## src/design/qsu_pkg.sv

```systemverilog
// ============================================================================
// qsu_pkg
// Shared types, codes and helpers for the quoted string unescape block.
// ============================================================================
package qsu_pkg;

   // Queue depth between the classify front and the result back
   localparam int QUEUE_DEPTH = 4;

   // Most result transactions one source byte can cause
   localparam int MAX_RESULTS = 3;
   localparam int IDX_W       = $clog2(MAX_RESULTS);

   // Source characters of interest
   localparam logic [7:0] CHAR_NUL       = 8'h00;
   localparam logic [7:0] CHAR_TAB       = 8'h09;
   localparam logic [7:0] CHAR_NEWLINE   = 8'h0A;
   localparam logic [7:0] CHAR_CR        = 8'h0D;
   localparam logic [7:0] CHAR_QUOTE     = 8'h22;
   localparam logic [7:0] CHAR_BACKSLASH = 8'h5C;
   localparam logic [7:0] CHAR_LOWER_N   = 8'h6E;
   localparam logic [7:0] CHAR_LOWER_R   = 8'h72;
   localparam logic [7:0] CHAR_LOWER_T   = 8'h74;
   localparam logic [7:0] CHAR_LOWER_U   = 8'h75;

   // UTF-8 lead and continuation marks
   localparam logic [7:0] UTF8_LEAD2 = 8'hC0;
   localparam logic [7:0] UTF8_LEAD3 = 8'hE0;
   localparam logic [7:0] UTF8_CONT  = 8'h80;

   // Result kind
   typedef enum logic [1:0] {
      KIND_DATA  = 2'd0,
      KIND_CLOSE = 2'd1,
      KIND_ERROR = 2'd2
   } kind_type;

   // Error codes
   typedef enum logic [2:0] {
      ERR_NONE      = 3'd0,
      ERR_NO_OPEN   = 3'd1,
      ERR_UNTERM    = 3'd2,
      ERR_NEWLINE   = 3'd3,
      ERR_ESCAPE    = 3'd4,
      ERR_HEX       = 3'd5,
      ERR_SURROGATE = 3'd6
   } err_type;

   // One classified source byte: up to three result bytes
   typedef struct packed {
      logic [IDX_W-1:0]             last_idx;
      logic [MAX_RESULTS-1:0][7:0]  data;
      kind_type                     kind;
      err_type                      err;
   } rec_type;

   // Queue status toward the front and back
   typedef struct packed {
      logic full;
      logic empty;
   } fifo_status_type;

   // Hex digit value, bit 4 set when the byte is not a hex digit
   function automatic logic [4:0] hex_value(input logic [7:0] c);
      logic [4:0] v;
      if (c >= 8'h30 && c <= 8'h39) begin
         v = {1'b0, c[3:0]};
      end else if ((c >= 8'h61 && c <= 8'h66) || (c >= 8'h41 && c <= 8'h46)) begin
         v = {1'b0, c[3:0] + 4'd9};
      end else begin
         v = 5'h10;
      end
      return v;
   endfunction

endpackage

```

## src/design/qsu_front.sv

```systemverilog
// ============================================================================
// qsu_front
// Accepts source bytes, tracks the string state and classifies each byte
// into a record of result bytes for the queue.
// ============================================================================
module qsu_front (
   input  logic             clock,
   input  logic             reset,
   input  logic             accept,
   input  logic [7:0]       in_byte,
   input  logic             input_done,
   output logic             rec_push,
   output qsu_pkg::rec_type rec
);

   typedef enum logic [3:0] {
      ST_IDLE = 4'b0001,
      ST_STR  = 4'b0010,
      ST_ESC  = 4'b0100,
      ST_HEX  = 4'b1000
   } state_type;

   state_type   state_ff, state_in;
   logic [1:0]  hex_count_ff, hex_count_in;
   logic [11:0] code_point_ff, code_point_in;

   logic [7:0]  c;
   logic [4:0]  hv;
   logic [15:0] cp;
   logic        emit;

   assign c  = input_done ? qsu_pkg::CHAR_NUL : in_byte;
   assign hv = qsu_pkg::hex_value(c);
   assign cp = {code_point_ff, hv[3:0]};

   // Classify the byte and pick the next state
   always_comb begin
      state_in      = state_ff;
      hex_count_in  = hex_count_ff;
      code_point_in = code_point_ff;
      emit          = 1'b0;
      rec.last_idx  = '0;
      rec.data      = '0;
      rec.kind      = qsu_pkg::KIND_DATA;
      rec.err       = qsu_pkg::ERR_NONE;

      unique case (state_ff)
         ST_IDLE: begin
            if (c == qsu_pkg::CHAR_QUOTE) begin
               state_in = ST_STR;
            end else begin
               emit     = 1'b1;
               rec.kind = qsu_pkg::KIND_ERROR;
               rec.err  = qsu_pkg::ERR_NO_OPEN;
            end
         end
         ST_STR: begin
            emit = 1'b1;
            if (c == qsu_pkg::CHAR_NUL) begin
               state_in = ST_IDLE;
               rec.kind = qsu_pkg::KIND_ERROR;
               rec.err  = qsu_pkg::ERR_UNTERM;
            end else if (c == qsu_pkg::CHAR_NEWLINE) begin
               state_in = ST_IDLE;
               rec.kind = qsu_pkg::KIND_ERROR;
               rec.err  = qsu_pkg::ERR_NEWLINE;
            end else if (c == qsu_pkg::CHAR_QUOTE) begin
               state_in = ST_IDLE;
               rec.kind = qsu_pkg::KIND_CLOSE;
            end else if (c == qsu_pkg::CHAR_BACKSLASH) begin
               emit     = 1'b0;
               state_in = ST_ESC;
            end else begin
               rec.data[0] = c;
            end
         end
         ST_ESC: begin
            emit     = 1'b1;
            state_in = ST_STR;
            unique case (c)
               qsu_pkg::CHAR_QUOTE:     rec.data[0] = qsu_pkg::CHAR_QUOTE;
               qsu_pkg::CHAR_BACKSLASH: rec.data[0] = qsu_pkg::CHAR_BACKSLASH;
               qsu_pkg::CHAR_LOWER_N:   rec.data[0] = qsu_pkg::CHAR_NEWLINE;
               qsu_pkg::CHAR_LOWER_T:   rec.data[0] = qsu_pkg::CHAR_TAB;
               qsu_pkg::CHAR_LOWER_R:   rec.data[0] = qsu_pkg::CHAR_CR;
               qsu_pkg::CHAR_LOWER_U: begin
                  emit          = 1'b0;
                  state_in      = ST_HEX;
                  hex_count_in  = '0;
                  code_point_in = '0;
               end
               default: begin
                  state_in = ST_IDLE;
                  rec.kind = qsu_pkg::KIND_ERROR;
                  rec.err  = qsu_pkg::ERR_ESCAPE;
               end
            endcase
         end
         ST_HEX: begin
            if (hv[4]) begin
               emit          = 1'b1;
               state_in      = ST_IDLE;
               hex_count_in  = '0;
               code_point_in = '0;
               rec.kind      = qsu_pkg::KIND_ERROR;
               rec.err       = qsu_pkg::ERR_HEX;
            end else if (hex_count_ff != 2'd3) begin
               code_point_in = {code_point_ff[7:0], hv[3:0]};
               hex_count_in  = hex_count_ff + 2'd1;
            end else begin
               emit          = 1'b1;
               hex_count_in  = '0;
               code_point_in = '0;
               if (cp[15:11] == 5'b11011) begin
                  // surrogate range
                  state_in = ST_IDLE;
                  rec.kind = qsu_pkg::KIND_ERROR;
                  rec.err  = qsu_pkg::ERR_SURROGATE;
               end else if (cp[15:7] == 9'd0) begin
                  state_in    = ST_STR;
                  rec.data[0] = cp[7:0];
               end else if (cp[15:11] == 5'd0) begin
                  state_in     = ST_STR;
                  rec.last_idx = qsu_pkg::IDX_W'(1);
                  rec.data[0]  = qsu_pkg::UTF8_LEAD2 | {3'b000, cp[10:6]};
                  rec.data[1]  = qsu_pkg::UTF8_CONT | {2'b00, cp[5:0]};
               end else begin
                  state_in     = ST_STR;
                  rec.last_idx = qsu_pkg::IDX_W'(2);
                  rec.data[0]  = qsu_pkg::UTF8_LEAD3 | {4'b0000, cp[15:12]};
                  rec.data[1]  = qsu_pkg::UTF8_CONT | {2'b00, cp[11:6]};
                  rec.data[2]  = qsu_pkg::UTF8_CONT | {2'b00, cp[5:0]};
               end
            end
         end
         default: begin
            state_in = ST_IDLE;
         end
      endcase

      // Errors and the end marker clear the escape state
      if (state_in == ST_IDLE) begin
         hex_count_in  = '0;
         code_point_in = '0;
      end
   end

   assign rec_push = accept && emit;

   // Advance state on each accepted transaction
   always_ff @(posedge clock) begin
      if (reset) begin
         state_ff      <= ST_IDLE;
         hex_count_ff  <= '0;
         code_point_ff <= '0;
      end else if (accept) begin
         state_ff      <= state_in;
         hex_count_ff  <= hex_count_in;
         code_point_ff <= code_point_in;
      end
   end

endmodule

```

## src/design/qsu_fifo.sv

```systemverilog
// ============================================================================
// qsu_fifo
// Short record queue between the classify front and the result back.
// ============================================================================
module qsu_fifo #(
   parameter int DEPTH = qsu_pkg::QUEUE_DEPTH
) (
   input  logic                     clock,
   input  logic                     reset,
   input  logic                     wr_en,
   input  qsu_pkg::rec_type         wr_data,
   input  logic                     rd_en,
   output qsu_pkg::rec_type         rd_data,
   output qsu_pkg::fifo_status_type status
);

   localparam int PTR_W = (DEPTH > 1) ? $clog2(DEPTH) : 1;
   localparam int CNT_W = $clog2(DEPTH + 1);

   qsu_pkg::rec_type mem_ff [DEPTH];
   logic [PTR_W-1:0] wr_ptr_ff, rd_ptr_ff;
   logic [CNT_W-1:0] count_ff;

   assign status.full  = (count_ff == CNT_W'(DEPTH));
   assign status.empty = (count_ff == '0);
   assign rd_data      = mem_ff[rd_ptr_ff];

   // Hold record payload
   always_ff @(posedge clock) begin
      if (wr_en) begin
         mem_ff[wr_ptr_ff] <= wr_data;
      end
   end

   // Advance pointers and occupancy
   always_ff @(posedge clock) begin
      if (reset) begin
         wr_ptr_ff <= '0;
         rd_ptr_ff <= '0;
         count_ff  <= '0;
      end else begin
         if (wr_en) begin
            wr_ptr_ff <= (wr_ptr_ff == PTR_W'(DEPTH - 1)) ? '0 : wr_ptr_ff + PTR_W'(1);
         end
         if (rd_en) begin
            rd_ptr_ff <= (rd_ptr_ff == PTR_W'(DEPTH - 1)) ? '0 : rd_ptr_ff + PTR_W'(1);
         end
         if (wr_en && !rd_en) begin
            count_ff <= count_ff + CNT_W'(1);
         end else if (rd_en && !wr_en) begin
            count_ff <= count_ff - CNT_W'(1);
         end
      end
   end

endmodule

```

## src/design/qsu_back.sv

```systemverilog
// ============================================================================
// qsu_back
// Takes records from the queue and hands out their result bytes one
// transaction at a time.
// ============================================================================
module qsu_back (
   input  logic                     clock,
   input  logic                     reset,
   input  qsu_pkg::rec_type         head,
   input  logic                     head_empty,
   output logic                     head_pop,
   input  logic                     pop,
   output logic                     empty,
   output logic [7:0]               out_byte,
   output logic [1:0]               kind,
   output logic [2:0]               error_code,
   output logic                     last
);

   logic                      valid_ff;
   qsu_pkg::rec_type          rec_ff;
   logic [qsu_pkg::IDX_W-1:0] idx_ff;
   logic                      take;

   assign empty      = !valid_ff;
   assign last       = (idx_ff == rec_ff.last_idx);
   assign kind       = rec_ff.kind;
   assign error_code = rec_ff.err;

   // Select the current byte of the record
   always_comb begin
      case (idx_ff)
         qsu_pkg::IDX_W'(0): out_byte = rec_ff.data[0];
         qsu_pkg::IDX_W'(1): out_byte = rec_ff.data[1];
         default:            out_byte = rec_ff.data[2];
      endcase
   end

   // Load a new record once the current one is drained
   assign take     = !valid_ff || (pop && last);
   assign head_pop = take && !head_empty;

   always_ff @(posedge clock) begin
      if (take) begin
         rec_ff <= head;
      end
   end

   always_ff @(posedge clock) begin
      if (reset) begin
         valid_ff <= 1'b0;
         idx_ff   <= '0;
      end else if (take) begin
         valid_ff <= !head_empty;
         idx_ff   <= '0;
      end else if (pop) begin
         idx_ff <= idx_ff + qsu_pkg::IDX_W'(1);
      end
   end

endmodule

```

## src/design/quoted_string_unescape_core.sv

```systemverilog
// ============================================================================
// quoted_string_unescape_core
// Decodes one double-quoted string with escapes into data bytes, an end
// marker or an error. A source byte is taken on every cycle that push is
// high and full is low, so the sustained rate is one byte per cycle; a \u
// escape that yields two or three UTF-8 bytes occupies the result side for
// that many pops, and the source side keeps going until the record queue of
// QUEUE_DEPTH entries fills. A result reaches the result ports by way of
// the record queue, which takes the record when its byte is accepted, and
// then the output register of the result side.
// Bytes that cause no result (opening quote, backslash, the u of \u, hex
// digits before the fourth) use no queue entry.
// ============================================================================
module quoted_string_unescape_core #(
   parameter int QUEUE_DEPTH = qsu_pkg::QUEUE_DEPTH
) (
   input  logic       clock,
   input  logic       reset,
   input  logic       push,
   output logic       full,
   input  logic [7:0] req_in_byte,
   input  logic       req_input_done,
   output logic       empty,
   input  logic       pop,
   output logic [7:0] rsp_out_byte,
   output logic [1:0] rsp_kind,
   output logic [2:0] rsp_error_code,
   output logic       rsp_last
);

   qsu_pkg::rec_type         front_rec;
   qsu_pkg::rec_type         head_rec;
   qsu_pkg::fifo_status_type fifo_st;
   logic                     front_push;
   logic                     back_pop;
   logic                     accept;

   // Stall the source when no queue entry is free
   assign full   = fifo_st.full;
   assign accept = push && !fifo_st.full;

   qsu_front u_front (
      .clock      (clock),
      .reset      (reset),
      .accept     (accept),
      .in_byte    (req_in_byte),
      .input_done (req_input_done),
      .rec_push   (front_push),
      .rec        (front_rec)
   );

   qsu_fifo #(
      .DEPTH (QUEUE_DEPTH)
   ) u_fifo (
      .clock   (clock),
      .reset   (reset),
      .wr_en   (front_push),
      .wr_data (front_rec),
      .rd_en   (back_pop),
      .rd_data (head_rec),
      .status  (fifo_st)
   );

   qsu_back u_back (
      .clock      (clock),
      .reset      (reset),
      .head       (head_rec),
      .head_empty (fifo_st.empty),
      .head_pop   (back_pop),
      .pop        (pop),
      .empty      (empty),
      .out_byte   (rsp_out_byte),
      .kind       (rsp_kind),
      .error_code (rsp_error_code),
      .last       (rsp_last)
   );

`ifndef SYNTHESIS
   a_no_push_when_full: assert property (@(posedge clock) disable iff (reset)
      front_push |-> !fifo_st.full)
      else $error("record pushed into a full queue");

   a_error_code_matches_kind: assert property (@(posedge clock) disable iff (reset)
      !empty |-> ((rsp_kind == qsu_pkg::KIND_ERROR) == (rsp_error_code != qsu_pkg::ERR_NONE)))
      else $error("error code disagrees with result kind");

   a_marker_is_single: assert property (@(posedge clock) disable iff (reset)
      (!empty && rsp_kind != qsu_pkg::KIND_DATA) |-> (rsp_last && rsp_out_byte == 8'h00))
      else $error("end marker or error not a lone zero-byte transaction");

   a_utf8_continues: assert property (@(posedge clock) disable iff (reset)
      (!empty && pop && !rsp_last) |=> (!empty && rsp_kind == qsu_pkg::KIND_DATA))
      else $error("multi-byte sequence broken");
`endif

endmodule

```

## config.mk

```make
export PLATFORM = sky130hd
export DESIGN_NAME = quoted_string_unescape_core
export DESIGN_NICKNAME = d
export VERILOG_FILES = /design/src/design/qsu_pkg.sv /design/src/design/qsu_front.sv /design/src/design/qsu_fifo.sv /design/src/design/qsu_back.sv /design/src/design/quoted_string_unescape_core.sv
export SDC_FILE = /design/constraint.sdc
export NUM_CORES = 1
export LEC_CHECK = 0
export BUFFER_PORTS_ARGS = -buffer_cell sky130_fd_sc_hd__buf_2
export CAP_MARGIN = 10
export CORE_MARGIN = 2
export CORE_UTILIZATION = 60
export DETAILED_ROUTE_END_ITERATION = 12
export PLACE_DENSITY = 0.78
export SLEW_MARGIN = 25
export SYNTH_ARGS = -nofsm -noshare
export SYNTH_HDL_FRONTEND = slang
export SYNTH_HIERARCHICAL = 1
export SYNTH_SLANG_ARGS = --single-unit
```

## constraint.sdc

```tcl
create_clock -name clock -period 6.3 [get_ports clock]
set_input_delay 1.89 -clock clock [delete_from_list [all_inputs] [get_ports clock]]
set_output_delay 1.89 -clock clock [all_outputs]
set_load 0.02 [all_outputs]
```

==> impl_metrics.sql, run 1 <==
INSERT INTO impl_metrics (metric_group, metric, value, unit) VALUES
('min_path', 'timing.hold.worst_path_depth', '2', ''),
('pwr', 'p_switching', '966', 'µW'),
('setup_path', 'most_frequent_cell_on_the_critical_path', 'sky130_fd_sc_hd__inv_1', ''),
('min_path', 'holdPathEnd', 'u_front/hex_count_ff[0]$_SDFFE_PP0P_', ''),
('detailed_routing', 'dr.pass1.iters', '5', ''),
('pwr', 'power.switching_fraction', '27.6', '%'),
('detailed_routing', 'totalWireLength', '16600', 'µm'),
('placement', 'detailed_place.area', '8460', 'µm²'),
('grt', 'top_usage_layer', 'met2', ''),
('setup_path', 'cp_slowest_stage_delay', '0.66', 'ns'),
('pwr', 'clock_power_share', '29.1', '%'),
('logic_synthesis', 'ys_async_sr_fraction', '0', '%'),
('setup_path', 'r2r_start', 'u_front/state_ff[2]$_SDFFE_PP0P_', ''),
('pwr', 'total_leakage_power', '0.00319', 'µW'),
('floorplanning', 'placeableCoreArea', '13300', 'µm²'),
('floorplanning', 'io-pin-count', '29', ''),
('min_path', 'timing.hold.worst.start', 'u_front/hex_count_ff[0]$_SDFFE_PP0P_', ''),
('clocking', 'post-cts-setup-buffer-count', '0', ''),
('placement', 'dp_hpwl', '10600', 'µm'),
('floorplanning', 'rows', '42', ''),
('pwr', 'relative_contribution_of_combinational_cells_to_total_power', '23.3', '%'),
('logic_synthesis', 'synth_instances', '548', ''),
('final_layout', 'layout-area-overhead-vs-synth', '10.2', '%'),
('clocking', 'number_of_buffers_added_by_the_clock_tree_synthesis_step', '17', ''),
('logic_synthesis', 'ys_warn_count', '6', ''),
('clocking', 'worstSkewPairLatency', '0.43', 'ns'),
('logic_synthesis', 'synth_seq_area_share', '64.1', '%'),
('pwr', 'worst_ir_drop_vdd', '0.229', 'mV'),
('timing', 'fin_crit_sh', '88.8', '%'),
('timing', 'worst_hold_slack', '0.520', 'ns'),
('setup_path', 'reg2reg_depth', '9', ''),
('grt', 'antenna_found_initial', '0', ''),
('logic_synthesis', 'syn_area', '8190', 'µm²'),
('pwr', 'internal_power_summed_over_all_cells', '2530', 'µW'),
('setup_path', 'rrSetupSlack', '2.74', 'ns'),
('clocking', 'h_tree_levels', '4', ''),
('clocking', 'tritoncts', 'yes', ''),
('clocking', 'cts_buffer_depth', '2', ''),
('grt', 'wire_length_of_the_first_global_routing_pass', '26000', 'µm'),
('placement', 'port_buffers', '28', ''),
('setup_path', 'cp.required', '6.66', 'ns'),
('timing', 'max-slew-margin-rel', '34.8', '%'),
('timing', 'final.setup.tns', '0', 'ns'),
('floorplanning', 'design.die.area', '14600', 'µm²'),
('detailed_routing', 'detail-route-antenna-nets', '0', ''),
('final_layout', 'layout_commonest_cell', 'sky130_fd_sc_hd__edfxtp_1', ''),
('job', 'max_cap_violations', '0', ''),
('timing', 'worstMarginPinSlew', '0.976', 'ns'),
('detailed_routing', 'num_vias', '4857', ''),
('logic_synthesis', 'synth-edff-count', '155', ''),
('timing', 'setup_violators_final', '0', ''),
('clocking', 'cts_clock_pin_slew_for_the_worst_setup_and_hold_paths', '0.06', 'ns'),
('run_status', 'status', 'complete, no violations', ''),
('final_layout', 'final_core_utilization', '67.9', '%'),
('grt', 'gr-usage-met2', '40.1', '%'),
('pwr', 'power.sequential.fraction', '47.7', '%'),
('final_layout', 'nFillCells', '891', ''),
('setup_path', 'number_of_buffer_and_inverter_instances_along_the_worst_setup_path', '4', ''),
('grt', 'grt_overflow', '0', ''),
('logic_synthesis', 'post_synth_main_area_contributors', 'sky130_fd_sc_hd__edfxtp_1, sky130_fd_sc_hd__mux4_2, sky130_fd_sc_hd__dfxtp_1', ''),
('setup_path', 'critical_path.cell_chain', 'buf_2 -> inv_1 -> nand2_1 -> inv_1 -> ha_1 -> nor3b_1 -> a211oi_2 -> o32a_2 -> a41oi_1 -> ha_1 -> inv_1 -> fa_1 -> xor2_1 -> or3_1 -> a21oi_1', ''),
('grt', 'first_global_vias', '4846', ''),
('setup_path', 'worst_setup_path_start_kind', 'input port', ''),
('timing', 'finalMaxSlewViolations', '0', ''),
('timing', 'grt_setup_unrepaired', 'false', ''),
('detailed_routing', 'vias_per_cell', '6.39', ''),
('final_layout', 'layout-drive-gt1-share', '18.3', '%'),
('clocking', 'cts_hold_repair.buffers', '0', ''),
('logic_synthesis', 'synth.ff_latch_count', '185', ''),
('min_path', 'hold_path.class', 'register to register', ''),
('setup_path', 'critical_path_arrival', '5.95', 'ns');
[flip-flops by register name, indices dropped and copies added (netlist names), 3 cells and up, named ones only]
| signal | cells |
|---|---|
| u_fifo/mem_ff | 124 |
| u_front/code_point_ff | 12 |
| u_back/rec_ff | 26 |
| u_back/error_code | 3 |
| u_fifo/count_ff | 3 |
| u_front/state_ff | 4 |
[power groups by stage]
stage,Combinational (µW),Clock [µW],Sequential (µW)
floorplan,668,0,1640
global placement,782,0,1680
detailed placement,808,0,1690
CTS,821,1040,1670
global route,878,1080,1690
finish,814,1020,1670
[logic make-up after synthesis]
logic type	synth area share (%)
adders and majority gates	2.23
DFF	64.1
other	0.0458
xor gates and xnor gates	1.07
muxes	11.0
AOI/OAI and AO/OA	8.08
buffers and inverters	3.05
and+or+nand+nor	10.4
[cell type report]
cell class	count	area (µm²)	share of cell area [%]
clock buffer	26	509	5.64
clock inverter	6	61.3	0.679
inverter	16	60.1	0.665
multi-input combinational	316	2690	29.8
sequential	185	5260	58.2
tap	176	220	2.44
timing repair buffer	35	230	2.55
[per-layer routing]
| layer | vias to the layer above | share of wire (%) |
|---|---|---|
| li1 | 2182 | - |
| met1 | 2455 | 42 |
| met2 | 188 | 50 |
| met3 | 32 | 6.0 |
| met4 | 0 | 1.8 |
| met5 | - | 0 |
[worst register-to-register path, stage by stage (launching register included)]
cell and delay [ns]:
sky130_fd_sc_hd__dfxtp_1 0.53, sky130_fd_sc_hd__nor4b_1 0.68, sky130_fd_sc_hd__o21ai_0 0.20, sky130_fd_sc_hd__a41oi_1 0.72
sky130_fd_sc_hd__ha_1 0.31, sky130_fd_sc_hd__inv_1 0.07, sky130_fd_sc_hd__fa_1 0.37, sky130_fd_sc_hd__xor2_1 0.16
sky130_fd_sc_hd__or3_1 0.31, sky130_fd_sc_hd__a21oi_1 0.13
[stage by stage]
step | power (µW) | worst slack (ns) | std cells
after global routing | 3650 | 0.469 | 760
after floorplan | 2310 | 1.15 | 549
final | 3500 | 0.707 | 760
after CTS | 3530 | 0.817 | 760
after detailed placement | 2500 | 0.404 | 728
after global placement | 2460 | 0.619 | 728
[how the worst max path moves through the flow]
stage / endpoint / cells past startpoint
finish: u_fifo/count_ff[2]$_SDFFE_PP0P_ / 15
global route: u_fifo/count_ff[2]$_SDFFE_PP0P_ / 15
CTS: u_fifo/count_ff[2]$_SDFFE_PP0P_ / 15
detailed placement: u_fifo/count_ff[2]$_SDFFE_PP0P_ / 15
global placement: u_fifo/count_ff[2]$_SDFFE_PP0P_ / 15
floorplan: u_fifo/count_ff[2]$_SDFFE_PP0P_ / 13
[synth_stat cells, types with 12 or more instances]
cell	instances
sky130_fd_sc_hd__ha_1	13
sky130_fd_sc_hd__nand2b_1	23
sky130_fd_sc_hd__edfxtp_1	155
sky130_fd_sc_hd__a21oi_1	12
sky130_fd_sc_hd__mux2i_1	19
sky130_fd_sc_hd__o21ai_0	13
sky130_fd_sc_hd__inv_1	16
sky130_fd_sc_hd__nand2_1	28
sky130_fd_sc_hd__clkbuf_1	12
sky130_fd_sc_hd__nor2_1	34
sky130_fd_sc_hd__mux4_2	30
sky130_fd_sc_hd__dfxtp_1	30
Power figures use the tool's default switching activity.
==> inputs of run 2 (changes only) <==
--- a/config.mk
+++ b/config.mk
@@ -5,12 +5,15 @@
 export SDC_FILE = /design/constraint.sdc
 export NUM_CORES = 1
 export LEC_CHECK = 0
+export ABC_AREA = 1
 export BUFFER_PORTS_ARGS = -buffer_cell sky130_fd_sc_hd__buf_2
 export CAP_MARGIN = 10
+export CELL_PAD_IN_SITES_DETAIL_PLACEMENT = 1
+export CELL_PAD_IN_SITES_GLOBAL_PLACEMENT = 1
 export CORE_MARGIN = 2
-export CORE_UTILIZATION = 60
+export CORE_UTILIZATION = 50
 export DETAILED_ROUTE_END_ITERATION = 12
-export PLACE_DENSITY = 0.78
+export PLACE_DENSITY = 0.8
 export SLEW_MARGIN = 25
 export SYNTH_ARGS = -nofsm -noshare
 export SYNTH_HDL_FRONTEND = slang
==> impl_metrics.sql, run 2 <==
INSERT INTO impl_metrics (metric_group, metric, value, unit) VALUES
('timing', 'grt_setup_unrepaired', 'false', ''),
('floorplanning', 'design.die.area', '17800', 'µm²'),
('final_layout', 'layout-drive-gt1-share', '12.5', '%'),
('placement', 'port_buffers', '28', ''),
('min_path', 'timing.hold.worst.start', 'u_front/code_point_ff[9]$_SDFFE_PP0P_', ''),
('final_layout', 'layout_commonest_cell', 'sky130_fd_sc_hd__edfxtp_1', ''),
('logic_synthesis', 'syn_area', '8360', 'µm²'),
('detailed_routing', 'dr.pass1.iters', '5', ''),
('logic_synthesis', 'synth_seq_area_share', '62.8', '%'),
('timing', 'maxClockFrequency', '207', 'MHz'),
('logic_synthesis', 'post_synth_main_area_contributors', 'sky130_fd_sc_hd__edfxtp_1, sky130_fd_sc_hd__dfxtp_1, sky130_fd_sc_hd__nor2_1', ''),
('setup_path', 'setup_crit_start', 'req_input_done', ''),
('clocking', 'number_of_buffers_added_by_the_clock_tree_synthesis_step', '17', ''),
('timing', 'setup_violators_final', '0', ''),
('logic_synthesis', 'synth_instances', '795', ''),
('grt', 'antenna_found_initial', '0', ''),
('min_path', 'timing.hold.worst_path_depth', '2', ''),
('floorplanning', 'initial_utilization', '50.8', '%'),
('detailed_routing', 'vias_per_cell', '5.60', ''),
('logic_synthesis', 'synth.top_cells.by_count', 'sky130_fd_sc_hd__edfxtp_1, sky130_fd_sc_hd__nor2_1, sky130_fd_sc_hd__nand2_1, sky130_fd_sc_hd__inv_1, sky130_fd_sc_hd__o21ai_0', ''),
('detailed_routing', 'num_vias', '5860', ''),
('pwr', 'total_leakage_power', '0.00331', 'µW'),
('pwr', 'worst_ir_drop_vdd', '0.198', 'mV'),
('logic_synthesis', 'synth.ff_latch_count', '185', ''),
('clocking', 'cts_sinks', '185', ''),
('detailed_routing', 'detail-route-antenna-nets', '0', ''),
('logic_synthesis', 'yosysMostFrequentCell', 'sky130_fd_sc_hd__edfxtp_1', ''),
('grt', 'grt_start_max_net_pins', '64', ''),
('setup_path', 'path_class', 'input port to register', ''),
('timing', 'finalMaxSlewViolations', '0', ''),
('timing', 'final.setup.tns', '0', 'ns'),
('floorplanning', 'io-pin-count', '29', ''),
('min_path', 'holdPathEnd', 'u_front/code_point_ff[9]$_SDFFE_PP0P_', ''),
('grt', 'first_global_vias', '6275', ''),
('final_layout', 'finalNetCount', '840', ''),
('setup_path', 'crit_path_end_kind', 'register', ''),
('detailed_routing', 'totalWireLength', '20900', 'µm'),
('setup_path', 'critical_path.top_delay_family', 'simple AND/OR/NAND/NOR gates', ''),
('timing', 'fin_skew', '0.0110', 'ns'),
('setup_path', 'r2r_start', 'u_front/state_ff[2]$_SDFFE_PP0P_', ''),
('placement', 'routabilityCongestion', '0.910', ''),
('clocking', 'worstSkewPairLatency', '0.44', 'ns'),
('timing', 'worstMarginPinSlew', '0.781', 'ns'),
('setup_path', 'critical_path.cell_chain', 'buf_2 -> inv_2 -> nand2_1 -> ha_1 -> nor2_1 -> o21ai_1 -> nand3_2 -> nand2_4 -> inv_1 -> nand2_1 -> nand3_1 -> a21oi_1 -> a21oi_1 -> ha_1 -> inv_1 -> fa_1 -> nand2_1 -> nand3_1 -> nand2_1 -> inv_1 -> nor2_1', ''),
('clocking', 'cts_clock_pin_slew_for_the_worst_setup_and_hold_paths', '0.07', 'ns'),
('clocking', 'h_tree_levels', '4', ''),
('final_layout', 'diodes', '0', ''),
('floorplanning', 'chipHeight', '133', 'µm'),
('run_status', 'status', 'complete, no violations', ''),
('pwr', 'power_per_cell_area', '422', 'nW/µm²'),
('detailed_routing', 'wl_per_cell', '19.9', 'µm'),
('timing', 'fin_crit_sh', '76.8', '%'),
('final_layout', 'nFillCells', '1830', ''),
('setup_path', 'reg2reg_depth', '17', ''),
('setup_path', 'cp_slowest_stage_delay', '0.52', 'ns'),
('logic_synthesis', 'synth-edff-count', '155', ''),
('final_layout', 'registers.top_by_ff_count', 'u_fifo/mem_ff', ''),
('clocking', 'cts_repair_resize_count', '0', ''),
('clocking', 'post-cts-setup-buffer-count', '0', ''),
('logic_synthesis', 'ys_warn_count', '6', ''),
('grt', 'wire_length_of_the_first_global_routing_pass', '33300', 'µm'),
('final_layout', 'mostFrequentLayoutCells', 'sky130_fd_sc_hd__edfxtp_1, sky130_fd_sc_hd__nor2_1, sky130_fd_sc_hd__nand2_1', ''),
('clocking', 'cts_buffer_depth', '2', ''),
('detailed_routing', 'post-route-drc-count', '0', ''),
('timing', 'finalHoldViolations', '0', ''),
('clocking', 'tritoncts', 'yes', ''),
('logic_synthesis', 'ys_async_sr_fraction', '0', '%'),
('setup_path', 'rrSetupSlack', '3.25', 'ns'),
('logic_synthesis', 'syn-mean-instance-area', '10.5', 'µm²'),
('setup_path', 'cp.required', '6.67', 'ns'),
('floorplanning', 'rows', '47', ''),
('logic_synthesis', 'synth_top_cell_by_area', 'sky130_fd_sc_hd__edfxtp_1', ''),
('clocking', 'cts_hold_repair.buffers', '0', ''),
('placement', 'dp_hpwl', '13800', 'µm'),
('job', 'max_cap_violations', '0', ''),
('grt', 'groute.usage.overall', '24.7', '%'),
('setup_path', 'critical_path_arrival', '5.20', 'ns'),
('setup_path', 'critPathMaxFanout', '15', ''),
('floorplanning', 'floorplan.die.width', '133', 'µm'),
('setup_path', 'r2r-end', 'u_fifo/count_ff[2]$_SDFFE_PP0P_', ''),
('final_layout', 'layout-area-overhead-vs-synth', '9.29', '%'),
('setup_path', 'critical_path.slowest_cell', 'sky130_fd_sc_hd__a21oi_1', ''),
('detailed_routing', 'detail_route.iter0.violations', '424', ''),
('timing', 'max-slew-margin-rel', '47.8', '%'),
('floorplanning', 'placeableCoreArea', '16500', 'µm²'),
('min_path', 'hold_path.class', 'register to register', ''),
('timing', 'min_period', '4.84', 'ns'),
('setup_path', 'worst_setup_path_start_kind', 'input port', ''),
('setup_path', 'most_frequent_cell_on_the_critical_path', 'sky130_fd_sc_hd__nand2_1', ''),
('pwr', 'total_power', '3860', 'µW'),
('logic_synthesis', 'netlist-cell-type-count', '46', ''),
('logic_synthesis', 'yosysTopAreaCellShare', '55.7', '%'),
('setup_path', 'number_of_buffer_and_inverter_instances_along_the_worst_setup_path', '5', ''),
('final_layout', 'reg_top3', 'u_fifo/mem_ff: 124 flops, u_back/rec_ff: 26 flops, u_front/code_point_ff: 12 flops', ''),
('logic_synthesis', 'most_frequently_used_flop_master_after_synthesis', 'sky130_fd_sc_hd__edfxtp_1', ''),
('clocking', 'root_driver', 'sky130_fd_sc_hd__clkbuf_16', ''),
('final_layout', 'largest_register_ff_count', '124', ''),
('grt', 'grt_overflow', '0', '');
-- run 2: kinds of logic (layout without fill, tap and decap cells) --
logic type / Yosys count / in the layout / share of synthesized area (%)
simple gates: 303 / 303 / 15.8
flops: 185 / 185 / 62.8
compound gates: 174 / 174 / 11.8
buf+inv: 114 / 144 / 6.97
fa+ha+maj: 14 / 14 / 2.18
xor+xnor: 4 / 4 / 0.419
other cells: 1 / 2 / 0.0448
-- run 2: area by class of cell --
class / instances / area [µm²] / area share, %
clock inverters: 15 / 160 / 1.75
multi-input cells: 497 / 2530 / 27.7
inverters: 76 / 294 / 3.22
clock buffers: 17 / 425 / 4.65
flip-flops and latches: 185 / 5260 / 57.5
repair buffers: 36 / 200 / 2.19
well taps: 220 / 275 / 3.01
-- run 2: power by group --
part | internal, µW | total (µW) | switching [µW] | leakage [µW]
sequential | 1640 | 1760 | 117 | 0.00157
combinational | 299 | 1050 | 746 | 0.00145
clock | 562 | 1050 | 492 | 0.000291
total | 2500 | 3860 | 1360 | 0.00331
-- run 2: worst max-delay path by stage --
| stage | end | slack [ns] | depth (start not counted) |
|---|---|---|---|
| final | u_fifo/count_ff[2]$_SDFFE_PP0P_ | 1.46 | 21 |
| after global placement | u_fifo/count_ff[2]$_SDFFE_PP0P_ | 1.30 | 22 |
| after floorplan | u_fifo/mem_ff[0][0]$_DFFE_PP_ | 1.78 | 16 |
| after global routing | u_fifo/count_ff[2]$_SDFFE_PP0P_ | 1.20 | 22 |
| after CTS | u_fifo/count_ff[2]$_SDFFE_PP0P_ | 1.52 | 21 |
| after detailed placement | u_fifo/count_ff[2]$_SDFFE_PP0P_ | 1.06 | 21 |
-- run 2: worst reg2reg max path: cells and delay by family (launching register included) --
family | cells | cell delay, ns
buffers and inverters | 5 | 0.36
AO/OA/AOI/OAI | 2 | 0.56
flip-flops | 1 | 0.33
adder cells (fa/ha/maj) | 2 | 0.69
AND/OR/NAND/NOR | 8 | 1.04
-- run 2: stage by stage --
step / area (µm²) / cells / utilization, % / setup WS (ns) / hold slack [ns]
after detailed placement: 8550 / 1014 / 52.0 / 1.06 / 0.483
after CTS: 9140 / 1046 / 55.5 / 1.52 / 0.502
final: 9140 / 1046 / 55.5 / 1.46 / 0.491
after floorplan: 8370 / 796 / - / 1.78 / 0.452
after global placement: 8550 / 1014 / 52.0 / 1.30 / 0.476
after global routing: 9140 / 1046 / 55.5 / 1.20 / 0.537
-- run 2: layer usage --
metal / global-route usage [%] / routed length [µm]
met5: 0 / 0
met4: 8.33 / 427
met3: 4.79 / 779
met2: 43.5 / 10900
met1: 30.6 / 8770
